<file path="config.mk">
export PLATFORM = sky130hd
export DESIGN_NAME = fbre_div
export DESIGN_NICKNAME = d
export VERILOG_FILES = /design/src/hw/rtl/fbre_pkg.sv /design/src/hw/rtl/fbre_div.sv
export VERILOG_INCLUDE_DIRS = /design/src /design/src/hw/rtl
export SDC_FILE = /design/constraint.sdc
export NUM_CORES = 1
export LEC_CHECK = 0
export ABC_AREA = 1
export BUFFER_PORTS_ARGS = -buffer_cell sky130_fd_sc_hd__clkbuf_2
export CAP_MARGIN = 40
export CORE_AREA = 8 8 83 85
export DETAILED_ROUTE_END_ITERATION = 7
export DIE_AREA = 0 0 91 93
export REMOVE_ABC_BUFFERS = 1
export SKIP_CTS_REPAIR_TIMING = 1
export SLEW_MARGIN = 20
export SYNTH_ARGS = -nofsm -noshare
export SYNTH_HDL_FRONTEND = slang
export SYNTH_SLANG_ARGS = --single-unit
</file>
<file path="constraint.sdc">
create_clock -name i_clk -period 1.7 [get_ports i_clk]
set_clock_uncertainty 0.05 [all_clocks]
set_input_delay 0.17 -clock i_clk [delete_from_list [all_inputs] [get_ports i_clk]]
set_output_delay 0.17 -clock i_clk [all_outputs]
set_load 0.02 [all_outputs]
</file>
<file path="src/hw/rtl/framebuffer_line_rect_engine_top_defines.svh">
// ---------------------------------------------------------------------------
// Assertion macros shared by the framebuffer engine RTL
// ---------------------------------------------------------------------------
`ifndef FRAMEBUFFER_LINE_RECT_ENGINE_TOP_DEFINES_SVH
`define FRAMEBUFFER_LINE_RECT_ENGINE_TOP_DEFINES_SVH

`ifndef SYNTHESIS
// Property that holds while out of reset
`define FBRE_ASSERT(lbl, prop, msg) \
    lbl: assert property (@(posedge i_clk) disable iff (!i_rst_n) prop) else $error(msg);
// Antecedent in one cycle, consequent in the next
`define FBRE_ASSERT_NEXT(lbl, ante, cons, msg) \
    lbl: assert property (@(posedge i_clk) disable iff (!i_rst_n) (ante) |=> (cons)) \
        else $error(msg);
`else
`define FBRE_ASSERT(lbl, prop, msg)
`define FBRE_ASSERT_NEXT(lbl, ante, cons, msg)
`endif

`endif

</file>
<file path="src/hw/rtl/fbre_pkg.sv">
// ---------------------------------------------------------------------------
// fbre_pkg
// Types and constants of the framebuffer line and rectangle engine.
// ---------------------------------------------------------------------------
package fbre_pkg;

    // Framebuffer geometry and slope unit
    localparam int FB_WIDTH   = 128;
    localparam int FB_HEIGHT  = 128;
    localparam int SLOPE_ONE  = 256;
    localparam int FB_DEPTH   = FB_WIDTH * FB_HEIGHT;
    localparam int ADDR_W     = $clog2(FB_DEPTH);

    // Datapath widths
    localparam int COLOR_W    = 24;
    localparam int CALC_W     = 15;                       // signed setup math
    localparam int COORD_W    = 10;                       // absolute plot coords
    localparam int CNT_W      = 9;                        // pixel loop counters
    localparam int DEN_W      = 8;                        // divisor (line extent)
    localparam int SLP_W      = $clog2(SLOPE_ONE + 1);    // slope, up to SLOPE_ONE
    localparam int ACC_W      = SLP_W + 1;                // slope accumulator
    localparam int DVD_W      = DEN_W + SLP_W;            // extent * SLOPE_ONE
    localparam int CNTD_W     = $clog2(DVD_W + 1);

    // Configuration register indexes
    localparam int CFG_IDX_W  = 3;
    localparam logic [CFG_IDX_W-1:0] CFG_CLIP_LEFT   = 3'd0;
    localparam logic [CFG_IDX_W-1:0] CFG_CLIP_TOP    = 3'd1;
    localparam logic [CFG_IDX_W-1:0] CFG_CLIP_WIDTH  = 3'd2;
    localparam logic [CFG_IDX_W-1:0] CFG_CLIP_HEIGHT = 3'd3;
    localparam logic [CFG_IDX_W-1:0] CFG_FG_COLOR    = 3'd4;
    localparam logic [CFG_IDX_W-1:0] CFG_BG_COLOR    = 3'd5;

    // Command kinds
    typedef enum logic [1:0] {
        KIND_FILL  = 2'd0,
        KIND_CLEAR = 2'd1,
        KIND_LINE  = 2'd2,
        KIND_READ  = 2'd3
    } t_kind;

    // Command word
    typedef struct packed {
        t_kind              kind;
        logic signed [11:0] pos_x;
        logic signed [11:0] pos_y;
        logic signed [11:0] extent_w;
        logic signed [11:0] extent_h;
    } t_cmd;

    // Result word
    typedef struct packed {
        logic [COLOR_W-1:0] pixel_value;
        logic               rejected;
    } t_res;

endpackage

</file>
<file path="src/hw/rtl/fbre_div.sv">
// ---------------------------------------------------------------------------
// fbre_div
// Restoring divider, one quotient bit per cycle, for the line slope.
// ---------------------------------------------------------------------------
`include "framebuffer_line_rect_engine_top_defines.svh"

module fbre_div import fbre_pkg::*; (
    input  logic             i_clk,
    input  logic             i_rst_n,
    input  logic             i_start,
    input  logic [DVD_W-1:0] i_num,
    input  logic [DEN_W-1:0] i_den,
    output logic             o_done,
    output logic [SLP_W-1:0] o_quo
);

    logic              r_busy, n_busy;
    logic              r_done, n_done;
    logic [CNTD_W-1:0] r_cnt, n_cnt;
    logic [DVD_W-1:0]  r_dvd, n_dvd;
    logic [DEN_W:0]    r_rem, n_rem;
    logic [DEN_W-1:0]  r_den, n_den;

    logic [DEN_W:0]    w_rem_sh;
    logic              w_ge;

    // shift in the next dividend bit and trial-subtract
    assign w_rem_sh = {r_rem[DEN_W-1:0], r_dvd[DVD_W-1]};
    assign w_ge     = (w_rem_sh >= {1'b0, r_den});

    always_comb begin
        n_busy = r_busy;
        n_done = 1'b0;
        n_cnt  = r_cnt;
        n_dvd  = r_dvd;
        n_rem  = r_rem;
        n_den  = r_den;
        if (i_start) begin
            n_busy = 1'b1;
            n_cnt  = CNTD_W'(DVD_W);
            n_dvd  = i_num;
            n_rem  = '0;
            n_den  = i_den;
        end else if (r_busy) begin
            n_rem = w_ge ? (w_rem_sh - {1'b0, r_den}) : w_rem_sh;
            n_dvd = {r_dvd[DVD_W-2:0], w_ge};
            n_cnt = r_cnt - CNTD_W'(1);
            if (r_cnt == CNTD_W'(1)) begin
                n_busy = 1'b0;
                n_done = 1'b1;
            end
        end
    end

    // control
    always_ff @(posedge i_clk) begin
        if (!i_rst_n) begin
            r_busy <= 1'b0;
            r_done <= 1'b0;
            r_cnt  <= '0;
        end else begin
            r_busy <= n_busy;
            r_done <= n_done;
            r_cnt  <= n_cnt;
        end
    end

    // datapath
    always_ff @(posedge i_clk) begin
        r_dvd <= n_dvd;
        r_rem <= n_rem;
        r_den <= n_den;
    end

    assign o_done = r_done;
    assign o_quo  = r_dvd[SLP_W-1:0];

    `FBRE_ASSERT(a_busy_cnt, r_busy |-> (r_cnt != '0), "divider busy with zero count")
    `FBRE_ASSERT_NEXT(a_last_done, r_busy && !i_start && (r_cnt == CNTD_W'(1)), o_done && !r_busy, "divider missed done")

endmodule
</file>
==> flow_metrics.env <==
export IMPL_design_final_nets=340
export IMPL_drt_first_pass_iters=4
export IMPL_cp_data_required_time_ps=1690
export IMPL_detail_route_iter0_violations=77
export IMPL_dr_total_vias=1742
export IMPL_std_cell_rows=28
export IMPL_synth_cells=259
export IMPL_floorplan_die_height_microns=93
export IMPL_syn_mean_instance_area_sq_um=8.517
export IMPL_diodes=0
export IMPL_yosysWarnings=0
export IMPL_power_per_cell_area_nw_per_um2=809.8
export IMPL_critical_path_top_delay_family="simple AND/OR/NAND/NOR gates"
export IMPL_cp_num_buf_inv=0
export IMPL_routabilityCongestion=0.8195
export IMPL_grt_usage_pct=10.66
export IMPL_worstReg2RegStart="r_rem[4]"
export IMPL_via_count_of_the_first_global_routing_pass=1682
export IMPL_r2r_end="r_dvd[0]"
export IMPL_layout_area_overhead_vs_synth_pct=25.75
export IMPL_timing_reg2reg_worst_path_depth=7
export IMPL_vdd_ir_drop_max_uv=717.3
export IMPL_cts_clk_slew_worst_paths_ps=80
export IMPL_synth_top_area_cell="edfxtp_1"
export IMPL_vias_per_cell=4.621
export IMPL_arrival_ps=1610
export IMPL_filler_cell_count=540
export IMPL_cts_root_buf="clkbuf_8"
export IMPL_ant_nets=0
export IMPL_highest_signal_layer="met4"
export IMPL_grt_pass1_wl_microns=7348
export IMPL_die_width_microns=91
export IMPL_synth_top_flop_cell="edfxtp_1"
export IMPL_seq_area_frac_synth_pct=47.65
export IMPL_wl_met3_microns=272
export IMPL_initial_core_util_pct=38.87
export IMPL_crit_top_cell="nor2_4"
export IMPL_holdPathEnd="r_den[4]"
export IMPL_grt_overflow_total=0
export IMPL_core_area_sq_um=5675
export IMPL_wirelength_met1_microns=2189
export IMPL_drc_errors=0
export IMPL_max_freq_ghz=0.6144
export IMPL_drt_wl_total_microns=4586
export IMPL_post_synth_num_cell_types=32
export IMPL_latest_clock_arrival_within_the_worst_skew_pair_ps=290
export IMPL_proportion_of_layout_cells_with_a_drive_suffix_above_1_pct=32.12
export IMPL_grt_start_max_net_pins=23
export IMPL_cp_slowest_stage_delay_ps=430
export IMPL_synth_edf_count=25
export IMPL_area_fraction_of_the_dominant_cell_type_after_synthesis_pct=34.03
export IMPL_ys_ff_latch=40
export IMPL_synth_area_top_cells="edfxtp_1 34%, nand2_1 17%, dfxtp_1 14%"
export IMPL_period_minus_slack_ps=1628
export IMPL_crit_path_start_kind="flop"
export IMPL_hold_depth=1
export IMPL_worst_slew_margin_rel_pct=73.53
export IMPL_hold_class="in2reg"
export IMPL_asyncSetResetFlopFracSynth_pct=0
export IMPL_post_drt_wl_per_cell_microns=12.16
export IMPL_die_area_sq_um=8463
export IMPL_status="complete, no violations"
export IMPL_cap_violations=0
export IMPL_tcrit_tclk_final_pct=95.75
export IMPL_setup_viol=0
export IMPL_route_met2_wl_microns=2041
export IMPL_critPathKind="reg2reg"
export IMPL_finalInstanceArea_sq_um=2774
export IMPL_synth_commonest_cells="97 x nand2_1, 28 x inv_1, 25 x edfxtp_1"
export IMPL_syn_area_sq_um=2206
export IMPL_report_final_hold_viol_count=0
export IMPL_hpwlAfterDp_microns=3246
export IMPL_clkSinkCount=40
export IMPL_floorplan_io_pins=38
export IMPL_tritoncts="built"
export IMPL_antenna_found_initial=0
export IMPL_dpl_instance_area_sq_um=2430
export IMPL_worst_margin_slew_ps=396.6
export IMPL_critical_path_cell_chain="ha_4 > nand2_2 > nor2_4 > nand2_2 > nor2_4 > nor2_4 > a31oi_4"
export IMPL_setup_reg_to_reg_worst_slack_ps=70
export IMPL_cts_htree_levels=2
export IMPL_maximum_fanout_encountered_on_the_critical_timing_path=5
export IMPL_clk_path_buf_depth=2
export IMPL_synth_most_common_cell="nand2_1"
export IMPL_critPathCaptureType="flop"
export IMPL_buffer_ports_inserted=37
export IMPL_worstHoldStart="i_den[4]"
export IMPL_maxSlewViolCount=0
export IMPL_power_leakage_nw=1.302
export IMPL_grt_setup_unrepaired="true"
export IMPL_crit_slowest_cell="dfxtp_1"
export IMPL_total_negative_slack_ps=0
export IMPL_cts_inserted_buffers=5
[stage by stage]
stage | power, mW | hold WS, ps | utilization [%] | instances | setup WS, ps
final | 2.246 | 8.421 | 48.88 | 377 | 72.33
after floorplan | 1.436 | 218.9 | - | 246 | 121.6
after global routing | 2.369 | 0.7449 | 48.88 | 377 | -31.38
after CTS | 2.187 | -10.53 | 44.27 | 370 | -44.43
after detailed placement | 1.571 | 301.7 | 42.81 | 362 | -21.66
after global placement | 1.572 | 300.8 | 42.81 | 362 | -6.770
[state kept, by name (all words and copies together) (netlist names)]
signal,cells
r_dvd,17
r_den,8
r_rem,8
r_cnt,5
o_done,1
r_busy,1
[per-layer routing]
metal	vias to the layer above	global-route usage, %
li1	900	-
met2	57	16.69
met5	-	0
met3	10	3.606
met1	775	12.87
met4	0	5.321
[how the worst max path moves through the flow]
stage / from / slack, ps / cells past startpoint / to
global placement: r_den[6] / -7 / 8 / r_dvd[0]
detailed placement: r_den[6] / -20 / 8 / r_dvd[0]
CTS: r_den[6] / -40 / 8 / r_dvd[0]
finish: r_rem[4] / 70 / 7 / r_dvd[0]
global route: r_rem[0] / -30 / 9 / r_rem[4]
floorplan: r_dvd[16] / 120 / 10 / r_rem[4]
[report_power, final]
part	switching [mW]	total [mW]	internal, mW	leakage [nW]
combinational	0.276	0.470	0.194	0.882
clock	0.335	0.613	0.279	0.0453
sequential	0.0430	1.16	1.12	0.375
total	0.653	2.25	1.59	1.30
[logic make-up (layout without fill, tap and decap cells)]
family,count (synthesis),after routing,share of synthesized area (%)
flip-flops,40,40,47.65
XOR/XNOR,4,4,1.588
AO/OA/AOI/OAI,10,10,2.667
buffers and inverters,43,85,8.962
AND/OR/NAND/NOR,151,152,32.56
adder cells (fa/ha/maj),11,11,6.580
[placed cells by master, fill, tap and decap left out, types with 2 or more instances in the layout]
cell / instances
nand3_2: 3
inv_1: 20
nor2_2: 3
ha_4: 8
nor2_1: 9
nand2_1: 88
nand2_8: 2
dfxtp_1: 14
dlygate4sd3_1: 6
nand3b_1: 7
nand2_4: 2
clkinv_1: 3
ha_1: 2
a21oi_1: 4
nand2_2: 13
o21ai_0: 2
inv_2: 7
xor2_1: 3
nor3_1: 2
edfxtp_1: 25
buf_4: 4
clkbuf_8: 5
nor2_4: 3
nand3_1: 14
clkinv_2: 2
clkbuf_2: 37
[layout make-up]
cell class,count,area (sq um),area share [%]
clock buffers,5,68.82,2.481
clock inverters,3,13.76,0.4962
inverters,30,115.1,4.150
multi-input cells,177,1155,41.63
flip-flops and latches,40,1052,37.93
well taps,75,93.84,3.383
repair buffers,47,275.3,9.923
Note: power is estimated with default switching activity, not from simulation.
