## src/hw/rtl/framebuffer_line_rect_engine_top_defines.svh

```systemverilog
// ---------------------------------------------------------------------------
// Assertion macros shared by the framebuffer engine RTL
// ---------------------------------------------------------------------------
`ifndef FRAMEBUFFER_LINE_RECT_ENGINE_TOP_DEFINES_SVH
`define FRAMEBUFFER_LINE_RECT_ENGINE_TOP_DEFINES_SVH

`ifndef SYNTHESIS
// Property that holds while out of reset
`define FBRE_ASSERT(lbl, prop, msg) \
    lbl: assert property (@(posedge i_clk) disable iff (!i_rst_n) prop) else $error(msg);
// Antecedent in one cycle, consequent in the next
`define FBRE_ASSERT_NEXT(lbl, ante, cons, msg) \
    lbl: assert property (@(posedge i_clk) disable iff (!i_rst_n) (ante) |=> (cons)) \
        else $error(msg);
`else
`define FBRE_ASSERT(lbl, prop, msg)
`define FBRE_ASSERT_NEXT(lbl, ante, cons, msg)
`endif

`endif

```

## src/hw/rtl/fbre_ram.sv

```systemverilog
// ---------------------------------------------------------------------------
// fbre_ram
// Generic single-write, single-read RAM with registered read data.
// ---------------------------------------------------------------------------
module fbre_ram #(
    parameter int WIDTH = 8,
    parameter int DEPTH = 16
) (
    input  logic                     i_clk,
    input  logic                     i_we,
    input  logic [$clog2(DEPTH)-1:0] i_waddr,
    input  logic [WIDTH-1:0]         i_wdata,
    input  logic                     i_re,
    input  logic [$clog2(DEPTH)-1:0] i_raddr,
    output logic [WIDTH-1:0]         o_rdata
);

    logic [WIDTH-1:0] r_mem [DEPTH];
    logic [WIDTH-1:0] r_rdata;

    // write port
    always_ff @(posedge i_clk) begin
        if (i_we) begin
            r_mem[i_waddr] <= i_wdata;
        end
    end

    // registered read port
    always_ff @(posedge i_clk) begin
        if (i_re) begin
            r_rdata <= r_mem[i_raddr];
        end
    end

    assign o_rdata = r_rdata;

endmodule

```

## config.mk

```make
export PLATFORM = sky130hd
export DESIGN_NAME = fbre_ram
export DESIGN_NICKNAME = d
export VERILOG_FILES = /design/src/hw/rtl/framebuffer_line_rect_engine_top_defines.svh /design/src/hw/rtl/fbre_ram.sv
export SDC_FILE = /design/constraint.sdc
export NUM_CORES = 1
export LEC_CHECK = 0
export ABC_AREA = 0
export BUFFER_PORTS_ARGS = -buffer_cell sky130_fd_sc_hd__buf_2
export CAP_MARGIN = 20
export CORE_AREA = 5 5 101 103
export CTS_BUF_LIST = sky130_fd_sc_hd__clkbuf_8
export DETAILED_ROUTE_END_ITERATION = 10
export DIE_AREA = 0 0 106 108
export GPL_TIMING_DRIVEN = 0
export HOLD_SLACK_MARGIN = 0.06
export PLACE_DENSITY = 0.83
export REMOVE_ABC_BUFFERS = 1
export SYNTH_ARGS = -nofsm -noshare
export SYNTH_HDL_FRONTEND = slang
export SYNTH_SLANG_ARGS = --single-unit
```

## constraint.sdc

```tcl
create_clock -name i_clk -period 2.35 [get_ports i_clk]
set_input_delay 0.235 -clock i_clk [delete_from_list [all_inputs] [get_ports i_clk]]
set_output_delay 0.235 -clock i_clk [all_outputs]
set_load 0.01 [all_outputs]
```

==> run_results.csv, run 1 <==
group,metric,value,unit
status,status,"finished, final reports clean",
clocking,clk_pin_slew,0.07,ns
clocking,clock_latency,0.44,ns
layout,fillerInstances,604,
timing,relSlewSlack,0.307,
layout,drive_gt1_frac,0.264,
layout,post-route-util,0.639,
floorplan,core,9110,um2
layout,nets,287,
detailed_routing,wl_per_cell,22.9,um
detailed_routing,route.met2.wl,4620,um
synthesis,synth_area_leaders,"edfxtp_1 78%, mux4_2 7.8%, mux4_1 7.0%",
grt,antenna_found_initial,0,
clocking,cts_resized,0,
worst_hold_path,min_path_type,"input port to flip-flop",
worst_setup_path,crit_family,"buffers and inverters",
timing,fmax,0.533,GHz
power_and_ir_drop,powerDensity,825,nW/um2
placement,gp_congestion,0.713,
timing,clock_skew,0.0114,ns
worst_setup_path,worstPathCellList,"buf_2 > mux4_1 > a22oi_1 > nand2_1",
timing,slew_violations,0,
floorplan,dieArea,11400,um2
clocking,cts_tree,"built",
worst_setup_path,worst_ep_required_time,2.53,ns
timing,min_period,1.88,ns
worst_setup_path,cp_data_arrival_time,2.06,ns
detailed_routing,wl_met1,3440,um
power_and_ir_drop,vdd_drop_max,0.528,mV
layout,n_antenna_cell,0,
synthesis,yosysWarnings,0,
detailed_routing,routed_wl,8940,um
worst_setup_path,worst-setup-path-type,"input port to flip-flop",
worst_setup_path,path_buf_inv,1,
job,max-cap-violations,0,
floorplan,initial_core_util,0.574,
layout,final_common_cell,"edfxtp_1",
synthesis,synth.distinct_cells,18,
floorplan,die_x,106,um
clocking,numCtsBuffers,17,
detailed_routing,dr_wl_met3,761,um
clocking,clk_path_buf_depth,2,
worst_setup_path,path_max_fanout,32,
detailed_routing,dr.pass1.iters,5,
timing,hold_viol,0,
detailed_routing,drtAntennaViolNets,0,
detailed_routing,drcViolationCount,0,
grt,grt_use_total,0.173,
grt,grt_pass1_wl,14000,um
timing,worst_pin_slew,1.04,ns
layout,area_growth_syn_to_layout,11.3,%
detailed_routing,drt-initial-drc-count,226,
worst_setup_path,start_kind,"input port",
synthesis,synth_top_area_share,0.781,
worst_setup_path,cpPeakStageDelay,0.77,ns
placement,port_buffers,26,
grt,grt_pass1_vias,2502,
placement,hpwl,5760,um
power_and_ir_drop,leakagePower,1.94,nW
synthesis,synth_area_per_cell,22.8,um2
floorplan,die_h,108,um
floorplan,num_rows,35,
synthesis,ys_ff_latch,136,
detailed_routing,vias,2448,
synthesis,ys_seq_area_frac,0.781,
synthesis,yosys.area.top_type,"edfxtp_1",
detailed_routing,top_layer_used,"met4",
synthesis,netlist_area,5230,um2
timing,rsz0062_at_grt,"false",
timing,fin_setup_tns,0,ns
detailed_routing,avgViaCountPerCell,6.26,
clocking,htree_levels,4,
floorplan,ios,27,
clocking,cts_root_buf,"clkbuf_8",
grt,grt_overflow,0,
worst_setup_path,crit_path_end_kind,"flip-flop",
power_and_ir_drop,power,4.80,mW
timing,period_share,0.799,
grt,grt_max_degree,33,
clocking,clock_sinks,136,
clocking,ctsHoldBuffers,0,
layout,final_cell_mix,"136 x edfxtp_1, 26 x buf_2, 18 x mux4_2, 17 x clkbuf_8, 16 x a22oi_1",
worst_setup_path,crit_slowest_cell,"buf_2",
synthesis,synthCells,229,
clocking,cts_setup_buffers,0,
timing,setup_viol,0,
-- synth_stat cells --
cell and instances:
or3b_2 1, a22oi_1 16, nand2b_1 2, nor3_1 4, clkdlybuf4s25_2 3, edfxtp_1 136
nand3_1 1, buf_2 3, nor2b_1 1, buf_6 3, nor2_1 13, and2b_1 1
and2_1 1, nand3b_1 2, buf_4 1, mux4_1 14, nand2_1 9, mux4_2 18
-- path summary, 6_finish.rpt --
kind | start | endpoint | slack, ns | cells past startpoint
worst min-delay path | i_re | o_rdata[4] | 0.13 | 1
worst max register to register | r_mem[1][5] | o_rdata[5] | 0.83 | 3
worst max-delay path | i_raddr[0] | o_rdata[1] | 0.47 | 4
worst min register to register | r_mem[14][2] | o_rdata[2] | 0.74 | 3
-- per-stage QoR --
stage / std cells / worst slack, ns / hold slack, ns / area [um2]
final: 391 / 0.472 / 0.131 / 5820
after floorplan: 219 / 0.622 / 0.334 / 5140
after CTS: 391 / 0.451 / 0.129 / 5820
after global routing: 391 / 0.347 / 0.123 / 5820
after global placement: 356 / -0.0194 / 0.568 / 5410
after detailed placement: 360 / -0.0167 / 0.589 / 5440
-- report_power, final --
part | total [mW] | leakage, nW | internal, mW | switching [mW]
logic | 0.235 | 0.494 | 0.0954 | 0.140
clock network | 1.82 | 0.205 | 1.01 | 0.808
registers | 2.74 | 1.24 | 2.73 | 0.0116
total | 4.80 | 1.94 | 3.84 | 0.960
-- per-layer routing --
layer  track usage  vias up
met5             0        -
met4        0.0583        0
met3        0.0573       15
met2         0.278      116
met1         0.226     1260
li1              -     1057
-- sequential cells by signal, indices dropped and copies added, names as in the netlist --
register,count
r_mem,128
o_rdata,8
-- logic make-up after synthesis --
group	count (synthesis)	synth area share
mux	32	0.148
simple gates	35	0.0314
buf+inv	10	0.0165
compound gates	16	0.0230
flops	136	0.781
-- cell type report --
| class | count | area [um2] | area share |
|---|---|---|---|
| multi-input combinational | 83 | 1060 | 0.182 |
| timing repair buffer | 30 | 160 | 0.0275 |
| sequential | 136 | 4080 | 0.702 |
| clock inverter | 14 | 144 | 0.0247 |
| tap | 111 | 139 | 0.0239 |
| clock buffer | 17 | 234 | 0.0402 |
(Power assumes the default switching activity.)
==> run 2: changes to the inputs <==
Settings changed: CORE_AREA 5 5 101 103 to 5 5 102 104, DIE_AREA 0 0 106 108 to 0 0 107 109, PLACE_DENSITY 0.83 to 0.85.
Clock period 2.35 ns to 1.5 ns, I/O delays scaled along.
==> run 2 against run 1 <==
Net effect:
- setup slack worse by 0.48 ns
- worst hold slack lost 0.026 ns
- register-to-register slack lost 0.81 ns
- sequential share of layout area down 1.6 points
- via count increased by 0.45%
- largest cell class unchanged
- cell count is 1.3% higher
- design area up 2.3%
- critical path depth unchanged
- the flow now finishes with violations (negative setup slack)
==> run_results.csv, run 2 (synthesis gave the netlist of run 1 again) <==
group,metric,value,unit
status,status,"finished, violations left",
status,failed_checks,"negative setup slack",
worst_setup_path,worstPathCellList,"buf_2 > or3b_2 > nor3_1 > buf_2",
clocking,clock_latency,0.41,ns
worst_setup_path,crit_path_frequent_cell,"buf_2",
detailed_routing,dr.pass1.iters,4,
grt,grt_use_total,0.183,
power_and_ir_drop,vdd_drop_max,0.658,mV
placement,dp_cells,363,
layout,final_cell_mix,"136 x edfxtp_1, 27 x buf_2, 24 x mux4_2, 17 x clkbuf_8, 13 x nor2_1",
layout,finalNonFillerCells,396,
timing,rsz0062_at_grt,"true",
placement,port_buffers,26,
clocking,cts_tree,"built",
floorplan,num_rows,36,
detailed_routing,vias,2459,
floorplan,die_x,107,um
timing,setup_viol,2,
worst_setup_path,reg2reg_to,"o_rdata[5]",
power_and_ir_drop,powerDensity,1370,nW/um2
floorplan,initial_core_util,0.553,
floorplan,die_h,109,um
grt,grt_pass1_vias,2527,
worst_setup_path,path_buf_inv,2,
layout,drive_gt1_frac,0.340,
worst_setup_path,crit_path_end_kind,"flip-flop",
timing,hold_viol,0,
layout,fillerInstances,617,
power_and_ir_drop,switchingPower,1.58,mW
grt,grt_max_degree,33,
worst_setup_path,r2r_cells,3,
floorplan,dieArea,11700,um2
worst_hold_path,worstHoldStart,"i_wdata[6]",
clocking,clock_sinks,136,
worst_hold_path,whs_path_depth,1,
timing,min_period,1.50,ns
job,max-cap-violations,0,
worst_setup_path,path_max_fanout,6,
timing,clock_skew,0.00771,ns
floorplan,core,9460,um2
layout,nets,288,
worst_setup_path,crit_slowest_cell,"or3b_2",
layout,largest_register_ffs,128,
timing,hold_slack,0.106,ns
placement,hpwl,5810,um
grt,grt_overflow,0,
timing,relSlewSlack,0.375,
worst_setup_path,r2r_setup_slack,0.02,ns
floorplan,ios,27,
power_and_ir_drop,swShare,0.194,
layout,final_common_cell,"edfxtp_1",
clocking,clk_path_buf_depth,2,
layout,top_register,"r_mem",
worst_setup_path,worst-setup-path-type,"input port to flip-flop",
detailed_routing,wl_per_cell,24.6,um
power_and_ir_drop,leakagePower,1.95,nW
worst_setup_path,cpPeakStageDelay,0.51,ns
placement,gp_congestion,0.730,
timing,finalWorstSetupSlack,-0.00473,ns
grt,antenna_found_initial,0,
worst_setup_path,worst_ep_required_time,1.61,ns
layout,area_growth_syn_to_layout,13.9,%
worst_hold_path,min_path_type,"input port to flip-flop",
clocking,numCtsBuffers,17,
clocking,clk_pin_slew,0.07,ns
detailed_routing,drt-initial-drc-count,186,
detailed_routing,drtAntennaViolNets,0,
worst_setup_path,rr_startpoint,"r_mem[3][5]",
timing,fmax,0.665,GHz
worst_setup_path,cp_data_arrival_time,1.61,ns
worst_hold_path,min_to,"r_mem[8][6]",
worst_setup_path,crit_family,"simple AND/OR/NAND/NOR gates",
timing,worst_pin_slew,0.935,ns
timing,period_share,1.00,
detailed_routing,avgViaCountPerCell,6.21,
timing,slew_violations,0,
grt,grt_pass1_wl,14900,um
detailed_routing,routed_wl,9740,um
power_and_ir_drop,seqPwrFrac,0.528,
layout,n_antenna_cell,0,
clocking,cts_root_buf,"clkbuf_8",
detailed_routing,drcViolationCount,0,
clocking,htree_levels,4,
power_and_ir_drop,pwr-share-comb,0.049,
power_and_ir_drop,power_frac_clock,0.423,
power_and_ir_drop,power.internal,6.57,mW
worst_setup_path,start_kind,"input port",
[run 2: cell types whose count changed in the layout (fill, tap and decap cells not counted), sizes merged]
cell,previous run,this run
clkinv,6,8
dlygate4sd3,0,1
bufinv,3,6
inv,4,0
[run 2: layer usage]
layer	up-vias	share of wire	track usage
met5	-	0	0
met4	0	0.012	0.0712
met2	132	0.53	0.290
li1	1052	-	-
met3	8	0.071	0.0468
met1	1267	0.39	0.248
[run 2: timing repair]
item,in CTS,in global routing
resized for setup,9,11
hold buffers,1,0
pin swaps,4,4
endpoints found under the setup margin,8,7
setup buffers,0,0
hold endpoints to repair,8,0
[run 2: area by class of cell]
cell class	instances	area, um2	share of cell area
well taps	114	143	0.0240
clock buffers	17	234	0.0393
clock inverters	15	231	0.0389
repair buffers	31	171	0.0288
flip-flops and latches	136	4080	0.686
multi-input cells	83	1090	0.183
[run 2: worst max-delay path by stage]
stage	startpoint	endpoint	depth (start not counted)	slack (ns)
2_1_floorplan	i_waddr[2]	r_mem[0][0]	2	-0.14
3_3_place_gp	i_raddr[0]	o_rdata[3]	4	-0.83
3_5_place_dp	i_raddr[0]	o_rdata[3]	4	-0.85
4_1_cts	r_mem[10][3]	o_rdata[3]	3	0.006
5_1_grt	r_mem[11][3]	o_rdata[3]	3	-0.003
6_report	i_waddr[2]	r_mem[0][0]	4	-0.005
[run 2: power by group through the flow]
stage / clock (mW) / combinational (mW) / sequential, mW
3_3_place_gp: 0 / 0.355 / 4.37
3_5_place_dp: 0 / 0.371 / 4.38
2_1_floorplan: 0 / 0.171 / 4.39
4_1_cts: 3.48 / 0.388 / 4.30
5_1_grt: 3.70 / 0.430 / 4.30
6_report: 3.45 / 0.399 / 4.30
[run 2: worst reg2reg max path, stage by stage, from the launching register on]
cell	delay, ns
edfxtp_1	0.38
mux4_1	0.52
a22oi_2	0.22
nand2_1	0.12
[run 2: through the flow]
stage / instance area (um2) / util / setup WS, ns / total power [mW] / setup TNS (ns)
2_1_floorplan: 5140 / - / -0.143 / 4.56 / -1.14
3_3_place_gp: 5410 / 0.572 / -0.832 / 4.73 / -31.32
3_5_place_dp: 5440 / 0.575 / -0.847 / 4.75 / -22.19
4_1_cts: 5940 / 0.628 / 0.00561 / 8.17 / 0
5_1_grt: 5950 / 0.629 / -0.00346 / 8.43 / -0.00346
6_report: 5950 / 0.629 / -0.00473 / 8.14 / -0.00901
